## config.mk

```make
export PLATFORM = sky130hd
export DESIGN_NAME = six_button_pad_reader_with_key_events_top
export DESIGN_NICKNAME = d
export VERILOG_FILES = /design/src/sv/sbpr_pkg.sv /design/src/sv/sbpr_cfg.sv /design/src/sv/sbpr_decode.sv /design/src/sv/sbpr_event.sv /design/src/sv/six_button_pad_reader_with_key_events_top.sv
export VERILOG_INCLUDE_DIRS = /design/src /design/src/sv
export SDC_FILE = /design/constraint.sdc
export NUM_CORES = 1
export LEC_CHECK = 0
export BUFFER_PORTS_ARGS = -buffer_cell sky130_fd_sc_hd__buf_2
export CAP_MARGIN = 30
export CORE_ASPECT_RATIO = 0.6
export CORE_MARGIN = 2
export CORE_UTILIZATION = 55
export DETAILED_ROUTE_END_ITERATION = 8
export GPL_ROUTABILITY_DRIVEN = 1
export PLACE_DENSITY = 0.77
export SKIP_LAST_GASP = 1
export SYNTH_ARGS = -nofsm -noshare
export SYNTH_HDL_FRONTEND = slang
export SYNTH_SLANG_ARGS = --single-unit
```

## constraint.sdc

```tcl
create_clock -name clk -period 4.4 [get_ports clk]
set_clock_uncertainty 0.1 [all_clocks]
set_input_delay 0.44 -clock clk [delete_from_list [all_inputs] [get_ports clk]]
set_output_delay 0.44 -clock clk [all_outputs]
set_load 0.02 [all_outputs]
```

## src/sv/six_button_pad_reader_with_key_events_top_macros.svh

```systemverilog
// Assertion helpers for the six-button pad reader.
// Each macro expects clk and arst_n in the scope where it is used.
`ifndef SIX_BUTTON_PAD_READER_WITH_KEY_EVENTS_TOP_MACROS_SVH
`define SIX_BUTTON_PAD_READER_WITH_KEY_EVENTS_TOP_MACROS_SVH

// Same-cycle implication, checked outside reset.
`define SBPR_ASSERT_NOW(lbl, ante, cons, msg) \
	lbl: assert property (@(posedge clk) disable iff (!arst_n) (ante) |-> (cons)) \
		else $error(msg);

// Next-cycle implication, checked outside reset.
`define SBPR_ASSERT_NEXT(lbl, ante, cons, msg) \
	lbl: assert property (@(posedge clk) disable iff (!arst_n) (ante) |=> (cons)) \
		else $error(msg);

`endif

```

## src/sv/sbpr_pkg.sv

```systemverilog
// ----------------------------------------------------------------------------
// sbpr_pkg
// Types and constants shared by the six-button pad reader modules.
// ----------------------------------------------------------------------------
package sbpr_pkg;

	// Select phases the pad cycle runs through.
	localparam int PHASE_COUNT = 8;

	localparam int BUTTONS  = 12;
	localparam int MAP_W    = 13;
	localparam int PINS_W   = 6;
	localparam int TIME_W   = 32;
	localparam int CODE_W   = 7;
	localparam int DELAY_W  = 8;
	localparam int GAP_W    = 16;
	localparam int CFG_IDX_W  = 2;
	localparam int CFG_DATA_W = 16;

	// Button map bit positions.
	localparam int BIT_UP        = 0;
	localparam int BIT_DOWN      = 1;
	localparam int BIT_LEFT      = 2;
	localparam int BIT_RIGHT     = 3;
	localparam int BIT_START     = 4;
	localparam int BIT_A         = 5;
	localparam int BIT_B         = 6;
	localparam int BIT_C         = 7;
	localparam int BIT_X         = 8;
	localparam int BIT_Y         = 9;
	localparam int BIT_Z         = 10;
	localparam int BIT_MODE      = 11;
	localparam int BIT_CONNECTED = 12;

	// Pin positions within one phase sample.
	localparam int PIN1 = 0;
	localparam int PIN2 = 1;
	localparam int PIN3 = 2;
	localparam int PIN4 = 3;
	localparam int PIN6 = 4;
	localparam int PIN9 = 5;

	// Key codes.
	localparam logic [CODE_W-1:0] KEY_LEFT  = 7'h40;
	localparam logic [CODE_W-1:0] KEY_RIGHT = 7'h41;
	localparam logic [CODE_W-1:0] KEY_UP    = 7'h42;
	localparam logic [CODE_W-1:0] KEY_DOWN  = 7'h43;
	localparam logic [CODE_W-1:0] KEY_START = 7'h44;
	localparam logic [CODE_W-1:0] KEY_MODE  = 7'h45;
	localparam logic [CODE_W-1:0] KEY_A     = 7'h46;
	localparam logic [CODE_W-1:0] KEY_B     = 7'h47;
	localparam logic [CODE_W-1:0] KEY_C     = 7'h48;
	localparam logic [CODE_W-1:0] KEY_X     = 7'h49;
	localparam logic [CODE_W-1:0] KEY_Y     = 7'h4a;
	localparam logic [CODE_W-1:0] KEY_Z     = 7'h4b;

	// Key code per map bit, in map bit order (also the priority order).
	localparam logic [CODE_W-1:0] KEY_CODE [BUTTONS] = '{
		KEY_UP, KEY_DOWN, KEY_LEFT, KEY_RIGHT, KEY_START, KEY_A,
		KEY_B, KEY_C, KEY_X, KEY_Y, KEY_Z, KEY_MODE
	};

	// Buttons debounced with the long gap: Y and Mode.
	localparam logic [BUTTONS-1:0] LONG_GAP_MASK =
		(BUTTONS'(1) << BIT_Y) | (BUTTONS'(1) << BIT_MODE);

	// Configuration register indexes.
	typedef enum logic [CFG_IDX_W-1:0] {
		REG_READ_DELAY = 2'd0,
		REG_SHORT_GAP  = 2'd1,
		REG_LONG_GAP   = 2'd2
	} cfg_reg_t;

	localparam logic [DELAY_W-1:0] READ_DELAY_RST = 8'd0;
	localparam logic [GAP_W-1:0]   SHORT_GAP_RST  = 16'd25;
	localparam logic [GAP_W-1:0]   LONG_GAP_RST   = 16'd50;

	typedef struct packed {
		logic [DELAY_W-1:0] read_delay;
		logic [GAP_W-1:0]   short_gap;
		logic [GAP_W-1:0]   long_gap;
	} cfg_t;

	typedef struct packed {
		logic [MAP_W-1:0]  button_map;
		logic              event_valid;
		logic [CODE_W-1:0] event_code;
		logic              event_press;
	} result_t;

endpackage

```

## src/sv/sbpr_cfg.sv

```systemverilog
// ----------------------------------------------------------------------------
// sbpr_cfg
// Configuration register file: read delay and the two debounce gaps.
// ----------------------------------------------------------------------------
module sbpr_cfg (
	input  logic                               clk,
	input  logic                               arst_n,
	input  logic                               cfg_write,
	input  logic [sbpr_pkg::CFG_IDX_W-1:0]     cfg_index,
	input  logic [sbpr_pkg::CFG_DATA_W-1:0]    cfg_data,
	output sbpr_pkg::cfg_t                     cfg
);

	sbpr_pkg::cfg_t cfg_q;

	always_ff @(posedge clk or negedge arst_n) begin
		if (!arst_n) begin
			cfg_q.read_delay <= sbpr_pkg::READ_DELAY_RST;
			cfg_q.short_gap  <= sbpr_pkg::SHORT_GAP_RST;
			cfg_q.long_gap   <= sbpr_pkg::LONG_GAP_RST;
		end else if (cfg_write) begin
			case (cfg_index)
				sbpr_pkg::REG_READ_DELAY: begin
					cfg_q.read_delay <= cfg_data[sbpr_pkg::DELAY_W-1:0];
				end
				sbpr_pkg::REG_SHORT_GAP: begin
					cfg_q.short_gap <= cfg_data[sbpr_pkg::GAP_W-1:0];
				end
				sbpr_pkg::REG_LONG_GAP: begin
					cfg_q.long_gap <= cfg_data[sbpr_pkg::GAP_W-1:0];
				end
				default: begin
					// drop writes to unused indexes
				end
			endcase
		end
	end

	assign cfg = cfg_q;

endmodule

```

## src/sv/sbpr_decode.sv

```systemverilog
// ----------------------------------------------------------------------------
// sbpr_decode
// Turns the four active-low phase samples into a button map.
// ----------------------------------------------------------------------------
module sbpr_decode (
	input  logic [sbpr_pkg::PINS_W-1:0] pins_phase2,
	input  logic [sbpr_pkg::PINS_W-1:0] pins_phase3,
	input  logic [sbpr_pkg::PINS_W-1:0] pins_phase4,
	input  logic [sbpr_pkg::PINS_W-1:0] pins_phase5,
	output logic [sbpr_pkg::MAP_W-1:0]  fresh_map
);

	logic [sbpr_pkg::PINS_W-1:0] act2, act3, act4, act5;
	logic connected;
	logic six;

	assign act2 = ~pins_phase2;
	assign act3 = ~pins_phase3;
	assign act4 = ~pins_phase4;
	assign act5 = ~pins_phase5;

	assign connected = (sbpr_pkg::PHASE_COUNT > 2) &&
		act2[sbpr_pkg::PIN3] && act2[sbpr_pkg::PIN4];
	assign six = (sbpr_pkg::PHASE_COUNT > 4) &&
		act4[sbpr_pkg::PIN1] && act4[sbpr_pkg::PIN2];

	always_comb begin
		fresh_map = '0;
		fresh_map[sbpr_pkg::BIT_CONNECTED] = connected;
		fresh_map[sbpr_pkg::BIT_A]     = connected && act2[sbpr_pkg::PIN6];
		fresh_map[sbpr_pkg::BIT_START] = connected && act2[sbpr_pkg::PIN9];
		if (sbpr_pkg::PHASE_COUNT > 3) begin
			fresh_map[sbpr_pkg::BIT_UP]    = act3[sbpr_pkg::PIN1];
			fresh_map[sbpr_pkg::BIT_DOWN]  = act3[sbpr_pkg::PIN2];
			fresh_map[sbpr_pkg::BIT_LEFT]  = act3[sbpr_pkg::PIN3];
			fresh_map[sbpr_pkg::BIT_RIGHT] = act3[sbpr_pkg::PIN4];
			fresh_map[sbpr_pkg::BIT_B]     = act3[sbpr_pkg::PIN6];
			fresh_map[sbpr_pkg::BIT_C]     = act3[sbpr_pkg::PIN9];
		end
		// extra buttons only on a six-button pad
		if (six && (sbpr_pkg::PHASE_COUNT > 5)) begin
			fresh_map[sbpr_pkg::BIT_Z]    = act5[sbpr_pkg::PIN1];
			fresh_map[sbpr_pkg::BIT_Y]    = act5[sbpr_pkg::PIN2];
			fresh_map[sbpr_pkg::BIT_X]    = act5[sbpr_pkg::PIN3];
			fresh_map[sbpr_pkg::BIT_MODE] = act5[sbpr_pkg::PIN4];
		end
	end

endmodule

```

## src/sv/sbpr_event.sv

```systemverilog
// ----------------------------------------------------------------------------
// sbpr_event
// Read-delay hold, change detection and debounced event pick; keeps the
// previous map and the last read and event times.
// ----------------------------------------------------------------------------
`include "six_button_pad_reader_with_key_events_top_macros.svh"

module sbpr_event (
	input  logic                         clk,
	input  logic                         arst_n,
	input  logic                         step,
	input  logic [sbpr_pkg::TIME_W-1:0]  now_ms,
	input  logic [sbpr_pkg::MAP_W-1:0]   fresh_map,
	input  sbpr_pkg::cfg_t               cfg,
	output sbpr_pkg::result_t            res
);

	logic [sbpr_pkg::MAP_W-1:0]   prev_map_q;
	logic [sbpr_pkg::TIME_W-1:0]  last_read_q;
	logic [sbpr_pkg::TIME_W-1:0]  last_event_q;

	logic [sbpr_pkg::TIME_W-1:0]  since_read;
	logic [sbpr_pkg::TIME_W-1:0]  since_event;
	logic                         read_ok;
	logic                         pass_short;
	logic                         pass_long;
	logic [sbpr_pkg::MAP_W-1:0]   map;
	logic [sbpr_pkg::BUTTONS-1:0] changed;
	logic [sbpr_pkg::BUTTONS-1:0] gap_ok;
	logic [sbpr_pkg::BUTTONS-1:0] elig;
	logic [sbpr_pkg::BUTTONS-1:0] pick;
	logic [sbpr_pkg::CODE_W-1:0]  code;

	assign since_read  = now_ms - last_read_q;
	assign since_event = now_ms - last_event_q;
	assign read_ok     = since_read >=
		{{(sbpr_pkg::TIME_W-sbpr_pkg::DELAY_W){1'b0}}, cfg.read_delay};
	assign pass_short  = since_event >
		{{(sbpr_pkg::TIME_W-sbpr_pkg::GAP_W){1'b0}}, cfg.short_gap};
	assign pass_long   = since_event >
		{{(sbpr_pkg::TIME_W-sbpr_pkg::GAP_W){1'b0}}, cfg.long_gap};

	assign map     = read_ok ? fresh_map : prev_map_q;
	// connected bit never raises an event
	assign changed = map[sbpr_pkg::BUTTONS-1:0] ^ prev_map_q[sbpr_pkg::BUTTONS-1:0];
	assign gap_ok  = (sbpr_pkg::LONG_GAP_MASK & {sbpr_pkg::BUTTONS{pass_long}}) |
		(~sbpr_pkg::LONG_GAP_MASK & {sbpr_pkg::BUTTONS{pass_short}});
	assign elig    = changed & gap_ok;
	// isolate the lowest eligible button
	assign pick    = elig & (~elig + sbpr_pkg::BUTTONS'(1));

	always_comb begin
		code = '0;
		for (int i = 0; i < sbpr_pkg::BUTTONS; i++) begin
			code = code | (pick[i] ? sbpr_pkg::KEY_CODE[i] : '0);
		end
	end

	assign res.button_map  = map;
	assign res.event_valid = |elig;
	assign res.event_code  = code;
	assign res.event_press = |(pick & map[sbpr_pkg::BUTTONS-1:0]);

	always_ff @(posedge clk or negedge arst_n) begin
		if (!arst_n) begin
			prev_map_q   <= '0;
			last_read_q  <= '0;
			last_event_q <= '0;
		end else if (step) begin
			prev_map_q <= map;
			if (read_ok) begin
				last_read_q <= now_ms;
			end
			if (res.event_valid) begin
				last_event_q <= now_ms;
			end
		end
	end

	`SBPR_ASSERT_NOW(a_one_pick, 1'b1, $onehot0(pick), "more than one button picked")
	`SBPR_ASSERT_NOW(a_hold_no_event, step && !read_ok,
		res.button_map == prev_map_q && !res.event_valid,
		"held map changed or raised an event")
	`SBPR_ASSERT_NEXT(a_gap_restart, step && res.event_valid,
		last_event_q == $past(now_ms), "debounce gap not restarted on event")

endmodule

```

## src/sv/six_button_pad_reader_with_key_events_top.sv

```systemverilog
// ----------------------------------------------------------------------------
// six_button_pad_reader_with_key_events_top
// Six-button pad poll decoder with debounced press and release events.
// ----------------------------------------------------------------------------
// Usage:
//   Input channel (in_valid/in_ready) takes one poll per transfer: the
//   millisecond time and the active-low pin samples of select phases 2..5.
//   Output channel (out_valid/out_ready) gives one result per poll: the
//   button map and at most one key event.
//   Configuration writes (cfg_write, cfg_index, cfg_data) take effect on the
//   same edge; write only while no poll is in flight.
//   A poll taken in sits in the poll register, then loads the result
//   register, from which it can transfer out.
//   Throughput: one poll per cycle while out_ready holds high; the path
//   from the poll register through decode, change detect and the
//   twelve-button priority pick to the result register is combinational.
//   Reset clears the previous map, both timestamps and the pipeline valids,
//   and loads the register reset values (read delay 0, gaps 25 and 50).
//   If the receiver stalls, the result register holds; the poll register
//   holds one more poll behind it, after which in_ready drops.
// ----------------------------------------------------------------------------
module six_button_pad_reader_with_key_events_top (
	input  logic                              clk,
	input  logic                              arst_n,
	input  logic                              cfg_write,
	input  logic [sbpr_pkg::CFG_IDX_W-1:0]    cfg_index,
	input  logic [sbpr_pkg::CFG_DATA_W-1:0]   cfg_data,
	input  logic                              in_valid,
	output logic                              in_ready,
	input  logic [sbpr_pkg::TIME_W-1:0]       now_ms,
	input  logic [sbpr_pkg::PINS_W-1:0]       pins_phase2,
	input  logic [sbpr_pkg::PINS_W-1:0]       pins_phase3,
	input  logic [sbpr_pkg::PINS_W-1:0]       pins_phase4,
	input  logic [sbpr_pkg::PINS_W-1:0]       pins_phase5,
	output logic                              out_valid,
	input  logic                              out_ready,
	output logic [sbpr_pkg::MAP_W-1:0]        button_map,
	output logic                              event_valid,
	output logic [sbpr_pkg::CODE_W-1:0]       event_code,
	output logic                              event_press
);

	sbpr_pkg::cfg_t    cfg;
	sbpr_pkg::result_t res;
	sbpr_pkg::result_t res_q;
	logic              res_valid_q;

	logic                        valid_s1;
	logic [sbpr_pkg::TIME_W-1:0] now_s1;
	logic [sbpr_pkg::PINS_W-1:0] p2_s1, p3_s1, p4_s1, p5_s1;
	logic [sbpr_pkg::MAP_W-1:0]  fresh_map;

	logic adv;
	logic step;

	assign adv      = !res_valid_q || out_ready;
	assign step     = valid_s1 && adv;
	assign in_ready = !valid_s1 || adv;

	sbpr_cfg u_cfg (
		.clk       (clk),
		.arst_n    (arst_n),
		.cfg_write (cfg_write),
		.cfg_index (cfg_index),
		.cfg_data  (cfg_data),
		.cfg       (cfg)
	);

	// poll register
	always_ff @(posedge clk or negedge arst_n) begin
		if (!arst_n) begin
			valid_s1 <= 1'b0;
		end else if (in_ready) begin
			valid_s1 <= in_valid;
		end
	end

	always_ff @(posedge clk) begin
		if (in_ready && in_valid) begin
			now_s1 <= now_ms;
			p2_s1  <= pins_phase2;
			p3_s1  <= pins_phase3;
			p4_s1  <= pins_phase4;
			p5_s1  <= pins_phase5;
		end
	end

	sbpr_decode u_decode (
		.pins_phase2 (p2_s1),
		.pins_phase3 (p3_s1),
		.pins_phase4 (p4_s1),
		.pins_phase5 (p5_s1),
		.fresh_map   (fresh_map)
	);

	sbpr_event u_event (
		.clk       (clk),
		.arst_n    (arst_n),
		.step      (step),
		.now_ms    (now_s1),
		.fresh_map (fresh_map),
		.cfg       (cfg),
		.res       (res)
	);

	// result register
	always_ff @(posedge clk or negedge arst_n) begin
		if (!arst_n) begin
			res_valid_q <= 1'b0;
		end else if (adv) begin
			res_valid_q <= valid_s1;
		end
	end

	always_ff @(posedge clk) begin
		if (step) begin
			res_q <= res;
		end
	end

	assign out_valid   = res_valid_q;
	assign button_map  = res_q.button_map;
	assign event_valid = res_q.event_valid;
	assign event_code  = res_q.event_code;
	assign event_press = res_q.event_press;

endmodule

```

# After elaboration in Yosys (flattened, before gate mapping)
# Cells that the tools add are included.
# Widths: inputs -> output; s select.
# totals
register_bits	191
input_bits	79
out_inout_bits	24
word_cells	78
# op_classes
add_sub_neg	3
muxes	14
magnitude_cmp	3
reduce_logical	18
bitwise_logic	21
eq_ne	2
# op_table
op	n
$mux 7	12
$or 7x7->7	11
$gt 32x16->1	2
$sub 32x32->32	2
$and 12x12->12	3
$ge 32x8->1	1
$reduce_or 12->1	2
$mux 13	1
$add 12x1->12 const B	1
$not 12->12	1
$not 6->6	2
$or 12x11->12	1
$xor 12x12->12	1
$reduce_and 2->1	5
$logic_and 1x1->1	6
$mux 4	1
$not 4->4	1
$eq 2x1->1 const B	1
$eq 2x2->1 const B	1
$logic_not 1->1	2
$logic_not 2->1	1
$logic_or 1x1->1	2
$not 2->2	1

# Longest topological paths before layout
# Gate-level depths: netlist of the first run.
# depth
word_depth	21
ltp_mapped	23
mapped_depth_nobuf	22

# By module
# Synthesis of the first run repeated with hierarchy kept, for this count alone.
# unflattened
hier_cells	1306
area_unflattened_um2	13140.1
# modules_own_cells
mod	seq_area_each_um2	n_inst	cells_per_inst	area_each_um2
sbpr_event	1926.8	1	1121	9097.5
six_button_pad_reader_with_key_events_top	2392.3	1	86	2446.1
sbpr_cfg	1008.5	1	85	1532.7
sbpr_decode	0.0	1	14	63.8

# Least setup slack after synthesis of the first run
# OpenSTA, ideal clock, no wires.
# synth_timing
path_kind	register -> register
start	register now_s1[0] (netlist name)
end	register u_event.last_event_q[10] (netlist name)
path_buffers	1
period_less_slack_ns	4.533
path_slack_ns	-0.133
required_ns	4.175
t_arrival_ns	4.307
setup_time_ns	0.125
stages_incl_launch_ff	24
path_cell_list	edfxtp_1 inv_1 ha_1 inv_1 fa_1 a21o_1 a221oi_1 o21ai_0 a21o_1 a21oi_1 xnor2_1 ha_1 nand4_1 nor2_1 nor2_1 nand2_1 a21o_1 a21oi_1 a22o_1 o22a_1 o21a_2 nor3_4 buf_12 mux2_4
# synth_between
elab_chain_cells	7
elab_cells_between_ends	11
classes_between	add/sub (2); order compare (3); mux (1); bitwise (3); reduce/logical (2)
# synth_lines
element	line_no	source
start, declared	six_button_pad_reader_with_key_events_top.sv:49	logic [sbpr_pkg::TIME_W-1:0] now_s1;
start signal, assigned	six_button_pad_reader_with_key_events_top.sv:80	now_s1 <= now_ms;
$sub 32x32->32	sbpr_event.sv:34	assign since_read = now_ms - last_read_q;
$ge 32x8->1	sbpr_event.sv:36	assign read_ok = since_read >=
$mux 13	sbpr_event.sv:43	assign map = read_ok ? fresh_map : prev_map_q;
$xor 12x12->12	sbpr_event.sv:45	assign changed = map[sbpr_pkg::BUTTONS-1:0] ^ prev_map_q[sbpr_pkg::BUTTONS-1:0];
$and 12x12->12 *	sbpr_event.sv:48	assign elig = changed & gap_ok;
$reduce_or 12->1 *	sbpr_event.sv:60	assign res.event_valid = |elig;
$reduce_and 2->1 (no source line) *	-	
end signal, assigned	sbpr_event.sv:75	last_event_q <= now_ms;
end, declared	sbpr_event.sv:20	logic [sbpr_pkg::TIME_W-1:0] last_event_q;
# Mark *: on every way between the ends. The rest lies on a longest branch, timed or not.
# A chain may end at the register's enable or synchronous reset.

# Worst setup path after layout of the first run
# layout_timing
start	register now_s1[0] (netlist name)
end	register u_event.last_event_q[7] (netlist name)
# The elaborated chain is that of the path after synthesis.

==> results of run 1 <==
-- final timing paths --
| kind | start | end | depth (start not counted) |
|---|---|---|---|
| worst max-delay path | now_s1[0] | u_event.last_event_q[7] | 24 |
| worst min-delay path | pins_phase3[3] | p3_s1[3] | 1 |
| worst max register to register | now_s1[0] | u_event.last_event_q[7] | 24 |
| worst min register to register | valid_s1 | out_valid | 1 |
| max in group asynchronous | arst_n | u_cfg.cfg[11] | 3 |
| min in group asynchronous | arst_n | u_event.last_read_q[8] | 2 |
-- metal layers --
layer / wire, um / vias to the layer above / global-route usage, %
li1: - / 4908 / -
met1: 16700 / 5198 / 46.1
met2: 14600 / 530 / 42.3
met3: 3140 / 45 / 5.66
met4: 455 / 0 / 6.20
met5: 0 / - / 0
-- flip-flops by register name, indices dropped and copies added, names as in the netlist, 4 cells and up --
signal,count
u_event.prev_map_q,13
p3_s1,6
u_event.last_read_q,32
u_cfg.cfg,40
u_event.last_event_q,32
event_code,5
p5_s1,4
now_s1,32
button_map,13
p2_s1,4
-- worst reg2reg max path, cell delays in order, from the launching register on --
cell       delay [ps]
edfxtp_1          410
inv_2             120
ha_4              140
inv_2              30
fa_2              340
a21o_1            200
a221oi_2          330
o21ai_2           110
a21o_1            180
a21oi_2           180
xnor2_2           140
ha_2              340
nand4_1           100
nor2_1            110
nor2_1             50
nand2_1            80
a21o_1            140
a21oi_2            60
a22o_4            250
o22a_1            200
o21a_2            140
nor3_4            220
buf_6             160
clkbuf_16         170
mux2_4            310
-- layout by cell type (no fill, tap or decap), types with 26 or more instances in the layout --
master	Yosys	layout
ha_1	102	95
inv_1	122	119
o21ai_0	106	97
xnor2_1	28	26
nand2_1	122	121
a21oi_1	85	77
mux2_2	53	49
mux2_4	29	33
buf_2	12	91
nor2_1	67	62
buf_4	3	83
dfrtp_1	113	113
edfxtp_1	68	68
xor2_1	26	26
-- cells by family after synthesis --
group / count (synthesis)
muxes: 94
buffers and inverters: 164
AOI/OAI and AO/OA: 326
adders and majority gates: 104
xor gates and xnor gates: 54
and+or+nand+nor: 340
other: 1
DFF: 187
-- cells in the mapped netlist (4+ instances only) --
library cell  count  area, sq um
a211oi_1          8         60.1
a21o_1           19          143
a21oi_1          85          425
a221oi_1          5         43.8
a22oi_1           5         37.5
and2_1           10         62.6
and3_1            8         50.1
buf_2            12         60.1
clkbuf_1         20         75.1
dfrtp_1         113         2830
dfstp_2           6          158
edfxtp_1         68         2040
ha_1            102         1280
inv_1           122          458
mux2_2           53          597
mux2_4           29          435
mux2i_1          12          120
nand2_1         122          458
nand2b_1         12         75.1
nand3_1          13         65.1
nand3b_1          5         37.5
nand4_1          23          144
nand4b_1          4         35.0
nor2_1           67          251
nor2b_1          14         87.6
nor3_1           24          120
nor4_1            6         37.5
o2111ai_1         7         61.3
o211ai_1         15          113
o21a_1           14          105
o21ai_0         106          531
o21bai_1          6         45.0
o22ai_1           4         25.0
o31ai_1           7         52.6
or3_1             8         50.1
xnor2_1          28          245
xor2_1           26          228
-- timing repair --
action                                 4_1_cts  5_1_grt
setup endpoints to repair                   97       97
setup buffers                               20        8
gates resized for setup                     45       35
endpoints found under the hold margin       45        0
pin swaps                                   32       20
hold buffers                                 1        0
gates cloned                                 2        1
-- metrics by stage --
| stage | util [%] | cells | setup slack [ps] | TNS [ps] | instance area (sq um) |
|---|---|---|---|---|---|
| 2_1_floorplan | - | 1271 | 14.8 | 0 | 12500 |
| 3_3_place_gp | 61.9 | 1704 | -215 | -10340 | 13700 |
| 3_5_place_dp | 61.9 | 1704 | -333 | -23390 | 13700 |
| 4_1_cts | 66.3 | 1758 | -274 | -18680 | 14700 |
| 5_1_grt | 67.0 | 1763 | -468 | -22190 | 14800 |
| 6_report | 67.0 | 1763 | -332 | -12060 | 14800 |
-- area by class of cell --
type	count	area, sq um	area share (%)
Clock inverter	11	86.3	0.582
Clock buffer	21	472	3.18
Sequential cell	187	5030	33.9
Timing Repair Buffer	194	1390	9.34
Tap cell	308	385	2.60
Multi-Input combinational cell	920	7010	47.3
Inverter	122	458	3.09
-- power by group --
part           leakage (nW)  switching (mW)  internal (mW)
Sequential             2.07           0.159           2.06
Combinational          4.33            1.70           1.34
Clock                 0.275           0.720          0.782
==> impl_metrics.py, run 1 <==
metrics = {
    "sta": {
        "fin_ws_ps": -332,
        "period_minus_slack_ps": 4730,
        "fmax_ghz": 0.211,
        "report.final.slew_viol_count": 0,
        "whs_ps": 61.7,
        "finalCritPeriodShare_pct": 108,
        "hold_violations": 0,
        "setup_viol": 76,
        "rsz0062_at_grt": "true",
        "max_slew_margin_pct": 39.4,
        "worst_slew_pin_slew_ps": 902,
    },
    "critical_path": {
        "reg2reg_slack_ps": -330,
        "cp.required_ps": 4630,
        "end_kind": "register",
        "worstPathBufferInverterCount": 4,
        "cp_top_family": "compound AO/OA/AOI/OAI gates",
        "worstSetupPathType": "register to register",
        "crit_path_cell_trace": "inv_2 > ha_4 > inv_2 > fa_2 > a21o_1 > a221oi_2 > o21ai_2 > a21o_1 > a21oi_2 > xnor2_2 > ha_2 > nand4_1 > nor2_1 > nor2_1 > nand2_1 > a21o_1 > a21oi_2 > a22o_4 > o22a_1 > o21a_2 > nor3_4 > buf_6 > clkbuf_16 > mux2_4",
        "cp_max_fo": 8,
        "cpMostUsedCell": "a21o_1",
        "cp.arrival_ps": 4960,
        "slowest_delay_ps": 410,
        "critPathLaunchType": "register",
        "cpMaxStageDelayCell": "edfxtp_1",
    },
    "route": {
        "viasPerCell": 6.06,
        "dr.pass1.iters": 6,
        "drc": 0,
        "drt_iter0_markers": 1296,
        "vias": 10681,
        "ant_nets": 0,
        "wirelength_um": 34800,
        "post_drt_wl_per_cell_um": 19.8,
    },
    "cells_and_area": {
        "syn2layout_area_growth_pct": 18.9,
        "fillers": 1628,
        "drive_gt1_share_pct": 25.8,
        "antenna_cells": 0,
        "layout.nets": 1625,
    },
    "yosys": {
        "synth_top_family_by_area": "compound AO/OA/AOI/OAI gates",
        "syn_inst": 1270,
        "synth_xor_area_share_pct": 3.79,
        "ys_types": 84,
        "ys.flop_type": "dfrtp_1",
        "synth_seq_cells": 187,
        "yosys.area_share.adder_pct": 10.6,
        "syn_area_per_cell_sq_um": 9.82,
        "synthesis.area_sq_mm": 0.0125,
        "async_flop_share_pct": 63.6,
        "synth.mux.area_fraction_pct": 9.24,
        "synth_compound_area_share_pct": 16.6,
        "synth_edf_count": 68,
        "ys.warnings.count": 0,
        "ys_seq_area_share_pct": 40.3,
        "yosys.area_share.simple_pct": 13.8,
    },
    "floorplan": {
        "dieArea_sq_mm": 0.0239,
        "initial_core_util_pct": 56.3,
        "io_pins": 103,
        "core_region_area_sq_mm": 0.0221,
        "die_h_um": 121,
        "die-width_um": 198,
        "num_rows": 42,
    },
    "place": {
        "gp_congestion": 0.986,
        "hpwlAfterDp_um": 25400,
        "port_buffers": 92,
    },
    "clocking": {
        "cts.sinks": 187,
        "clock_path_buffers": 2,
        "cts-root-buf": "clkbuf_16",
        "h-tree-depth": 4,
        "clock_latency_ps": 450,
        "cts_tree": "yes",
        "clkTransAtPathRegs_ps": 80,
        "cts_buffers": 17,
    },
    "global_routing": {
        "grt_overflow": 0,
        "track_usage_pct": 29.6,
        "grt_pass1_vias": 10002,
        "grt_pass1_wl_um": 54400,
        "antenna_found_initial": 0,
        "grt_max_degree": 48,
    },
    "power": {
        "leakagePower_nw": 6.67,
        "ir_worst_vdd_v": 0.000253,
        "power.density_mw_per_mm2": 457,
        "power_mw": 6.77,
    },
    "worst_hold_path": {
        "hold_class": "input pin to register",
    },
    "flow_run": {
        "maxCapViolCount": 0,
    },
    "run_status": {
        "status": "finished with violations",
        "violations": "negative setup slack",
    },
}
(Power assumes the default switching activity.)
==> run 2, diff against run 1 <==
==> constraint.sdc (replaced) <==
create_clock -name clk -period 3.8 [get_ports clk]
set_clock_uncertainty 0.1 [all_clocks]
set_input_delay 0.38 -clock clk [delete_from_list [all_inputs] [get_ports clk]]
set_output_delay 0.38 -clock clk [all_outputs]
set_load 0.02 [all_outputs]
==> impl_metrics.py, run 2 (synthesized netlist as in run 1, its figures left out) <==
metrics = {
    "sta": {
        "report.final.slew_viol_count": 0,
        "worst_slew_pin_slew_ps": 953,
        "rsz0062_at_grt": "true",
        "setup_viol": 97,
        "finalCritPeriodShare_pct": 125,
        "max_slew_margin_pct": 36.3,
        "period_minus_slack_ps": 4740,
        "fmax_ghz": 0.211,
        "hold_violations": 0,
        "fin_ws_ps": -944,
    },
    "critical_path": {
        "crit_path_cell_trace": "inv_2 > ha_4 > fa_2 > nand2b_4 > a21o_1 > nand2_2 > xor2_2 > ha_1 > a21o_1 > a221oi_2 > o211ai_1 > a211o_1 > nor4_2 > nand3_1 > nor4_4 > and3_4 > buf_6 > buf_6 > buf_6 > a211o_1 > a311oi_1 > o21ai_1",
        "cpMaxStageDelayCell": "edfxtp_1",
        "critPathLaunchType": "register",
        "cp_top_family": "compound AO/OA/AOI/OAI gates",
        "worstPathBufferInverterCount": 4,
        "cp.required_ps": 4000,
        "slowest_delay_ps": 400,
        "cp.arrival_ps": 4940,
        "crit_cells": 22,
        "reg2reg_depth": 22,
        "end_kind": "register",
        "cp_max_fo": 4,
        "worstSetupPathType": "register to register",
        "cpMostUsedCell": "buf_6",
    },
    "route": {
        "post_drt_wl_per_cell_um": 20.7,
        "drt_iter0_markers": 1212,
        "wirelength_um": 40600,
        "vias": 11558,
        "dr.pass1.iters": 7,
        "ant_nets": 0,
        "drc": 0,
        "viasPerCell": 5.91,
    },
    "worst_hold_path": {
        "min_path_cells": 1,
        "hold_class": "input pin to register",
    },
    "cells_and_area": {
        "final_cells": 1956,
        "antenna_cells": 0,
        "layout.nets": 1818,
        "utilization_pct": 75.3,
        "drive_gt1_share_pct": 35.9,
        "largest_register_ffs": 40,
        "syn2layout_area_growth_pct": 33.7,
        "final_cell_mix": "buf_4 (251), inv_1 (119), dfrtp_1 (113), ha_1 (99), nand2_1 (98)",
        "fillers": 1448,
        "layout_commonest_cell": "buf_4",
    },
    "clocking": {
        "clock_path_buffers": 2,
        "cts-root-buf": "clkbuf_16",
        "cts_buffers": 17,
        "clkTransAtPathRegs_ps": 80,
        "clock_latency_ps": 450,
        "cts.sinks": 187,
        "cts_tree": "yes",
        "h-tree-depth": 4,
    },
    "global_routing": {
        "track_usage_pct": 34.0,
        "grt_pass1_wl_um": 61200,
        "grt_overflow": 0,
        "antenna_found_initial": 0,
        "grt_pass1_vias": 10959,
        "grt_max_degree": 46,
    },
    "floorplan": {
        "dieArea_sq_mm": 0.0239,
        "core_region_area_sq_mm": 0.0221,
        "die-width_um": 198,
        "num_rows": 42,
        "initial_core_util_pct": 56.3,
        "io_pins": 103,
        "die_h_um": 121,
    },
    "run_status": {
        "status": "finished with violations",
        "violations": "negative setup slack",
    },
    "place": {
        "gp_congestion": 0.953,
        "place_ws_ps": -865,
        "port_buffers": 92,
        "hpwlAfterDp_um": 28700,
        "dp.cells": 1866,
    },
    "power": {
        "power_mw": 8.56,
        "power.density_mw_per_mm2": 514,
        "ir_worst_vdd_v": 0.000377,
        "leakagePower_nw": 7.79,
    },
    "flow_run": {
        "maxCapViolCount": 0,
    },
}
run 2: cell count changes in the layout (fill, tap and decap cells not counted), sizes merged:
| cell | change |
|---|---|
| bufinv | +3 |
| buf | +181 |
| dlygate4sd3 | +11 |
| inv | +2 |
| nor2 | +2 |
| clkinv | -2 |
| clkbuf | -4 |
run 2: timing repair:
| action | 4_1_cts | 5_1_grt |
|---|---|---|
| endpoints found under the setup margin | 97 | 97 |
| resized for setup | 73 | 92 |
| gates cloned | 11 | 0 |
| setup buffers | 32 | 9 |
| pin swaps | 37 | 39 |
| hold buffers | 9 | 3 |
| endpoints found under the hold margin | 48 | 3 |
run 2: cell type report:
class,count,area [sq um],share of cell area [%]
multi-input combinational,922,7190,43.1
timing repair buffer,385,3000,18.0
sequential,187,5030,30.2
clock inverter,14,181,1.09
inverter,122,458,2.75
clock buffer,18,429,2.58
tap,308,385,2.31
run 2: metrics by stage:
stage               hold slack [ps]  TNS (ps)  area [sq um]
global route                 -0.499    -91120         16700
detailed placement              330    -66970         14900
CTS                           0.835    -64710         16300
global placement                325    -54850         14900
floorplan                     -15.6    -31400         12500
finish                         4.02    -77410         16700
run 2: routing by layer:
layer	routed length (um)	global-route usage [%]
met1	18400	51.4
met2	16800	46.7
met3	4690	11.1
met4	723	7.71
met5	0	0
run 2: worst paths after layout:
kind | startpoint | endpoint | slack (ps)
min in group asynchronous | arst_n | u_event.last_read_q[6] | 380
max | now_s1[0] | event_code[0] | -940
min reg2reg | valid_s1 | out_valid | 410
min | now_ms[11] | now_s1[11] | 4
max in group asynchronous | arst_n | u_cfg.cfg[19] | 2320
max reg2reg | now_s1[0] | event_code[0] | -940
run 2: power breakdown:
group | internal [mW] | leakage (nW) | switching [mW] | total [mW]
registers | 2.38 | 2.07 | 0.188 | 2.57
clock network | 1.05 | 0.297 | 0.862 | 1.91
logic | 1.92 | 5.43 | 2.15 | 4.07
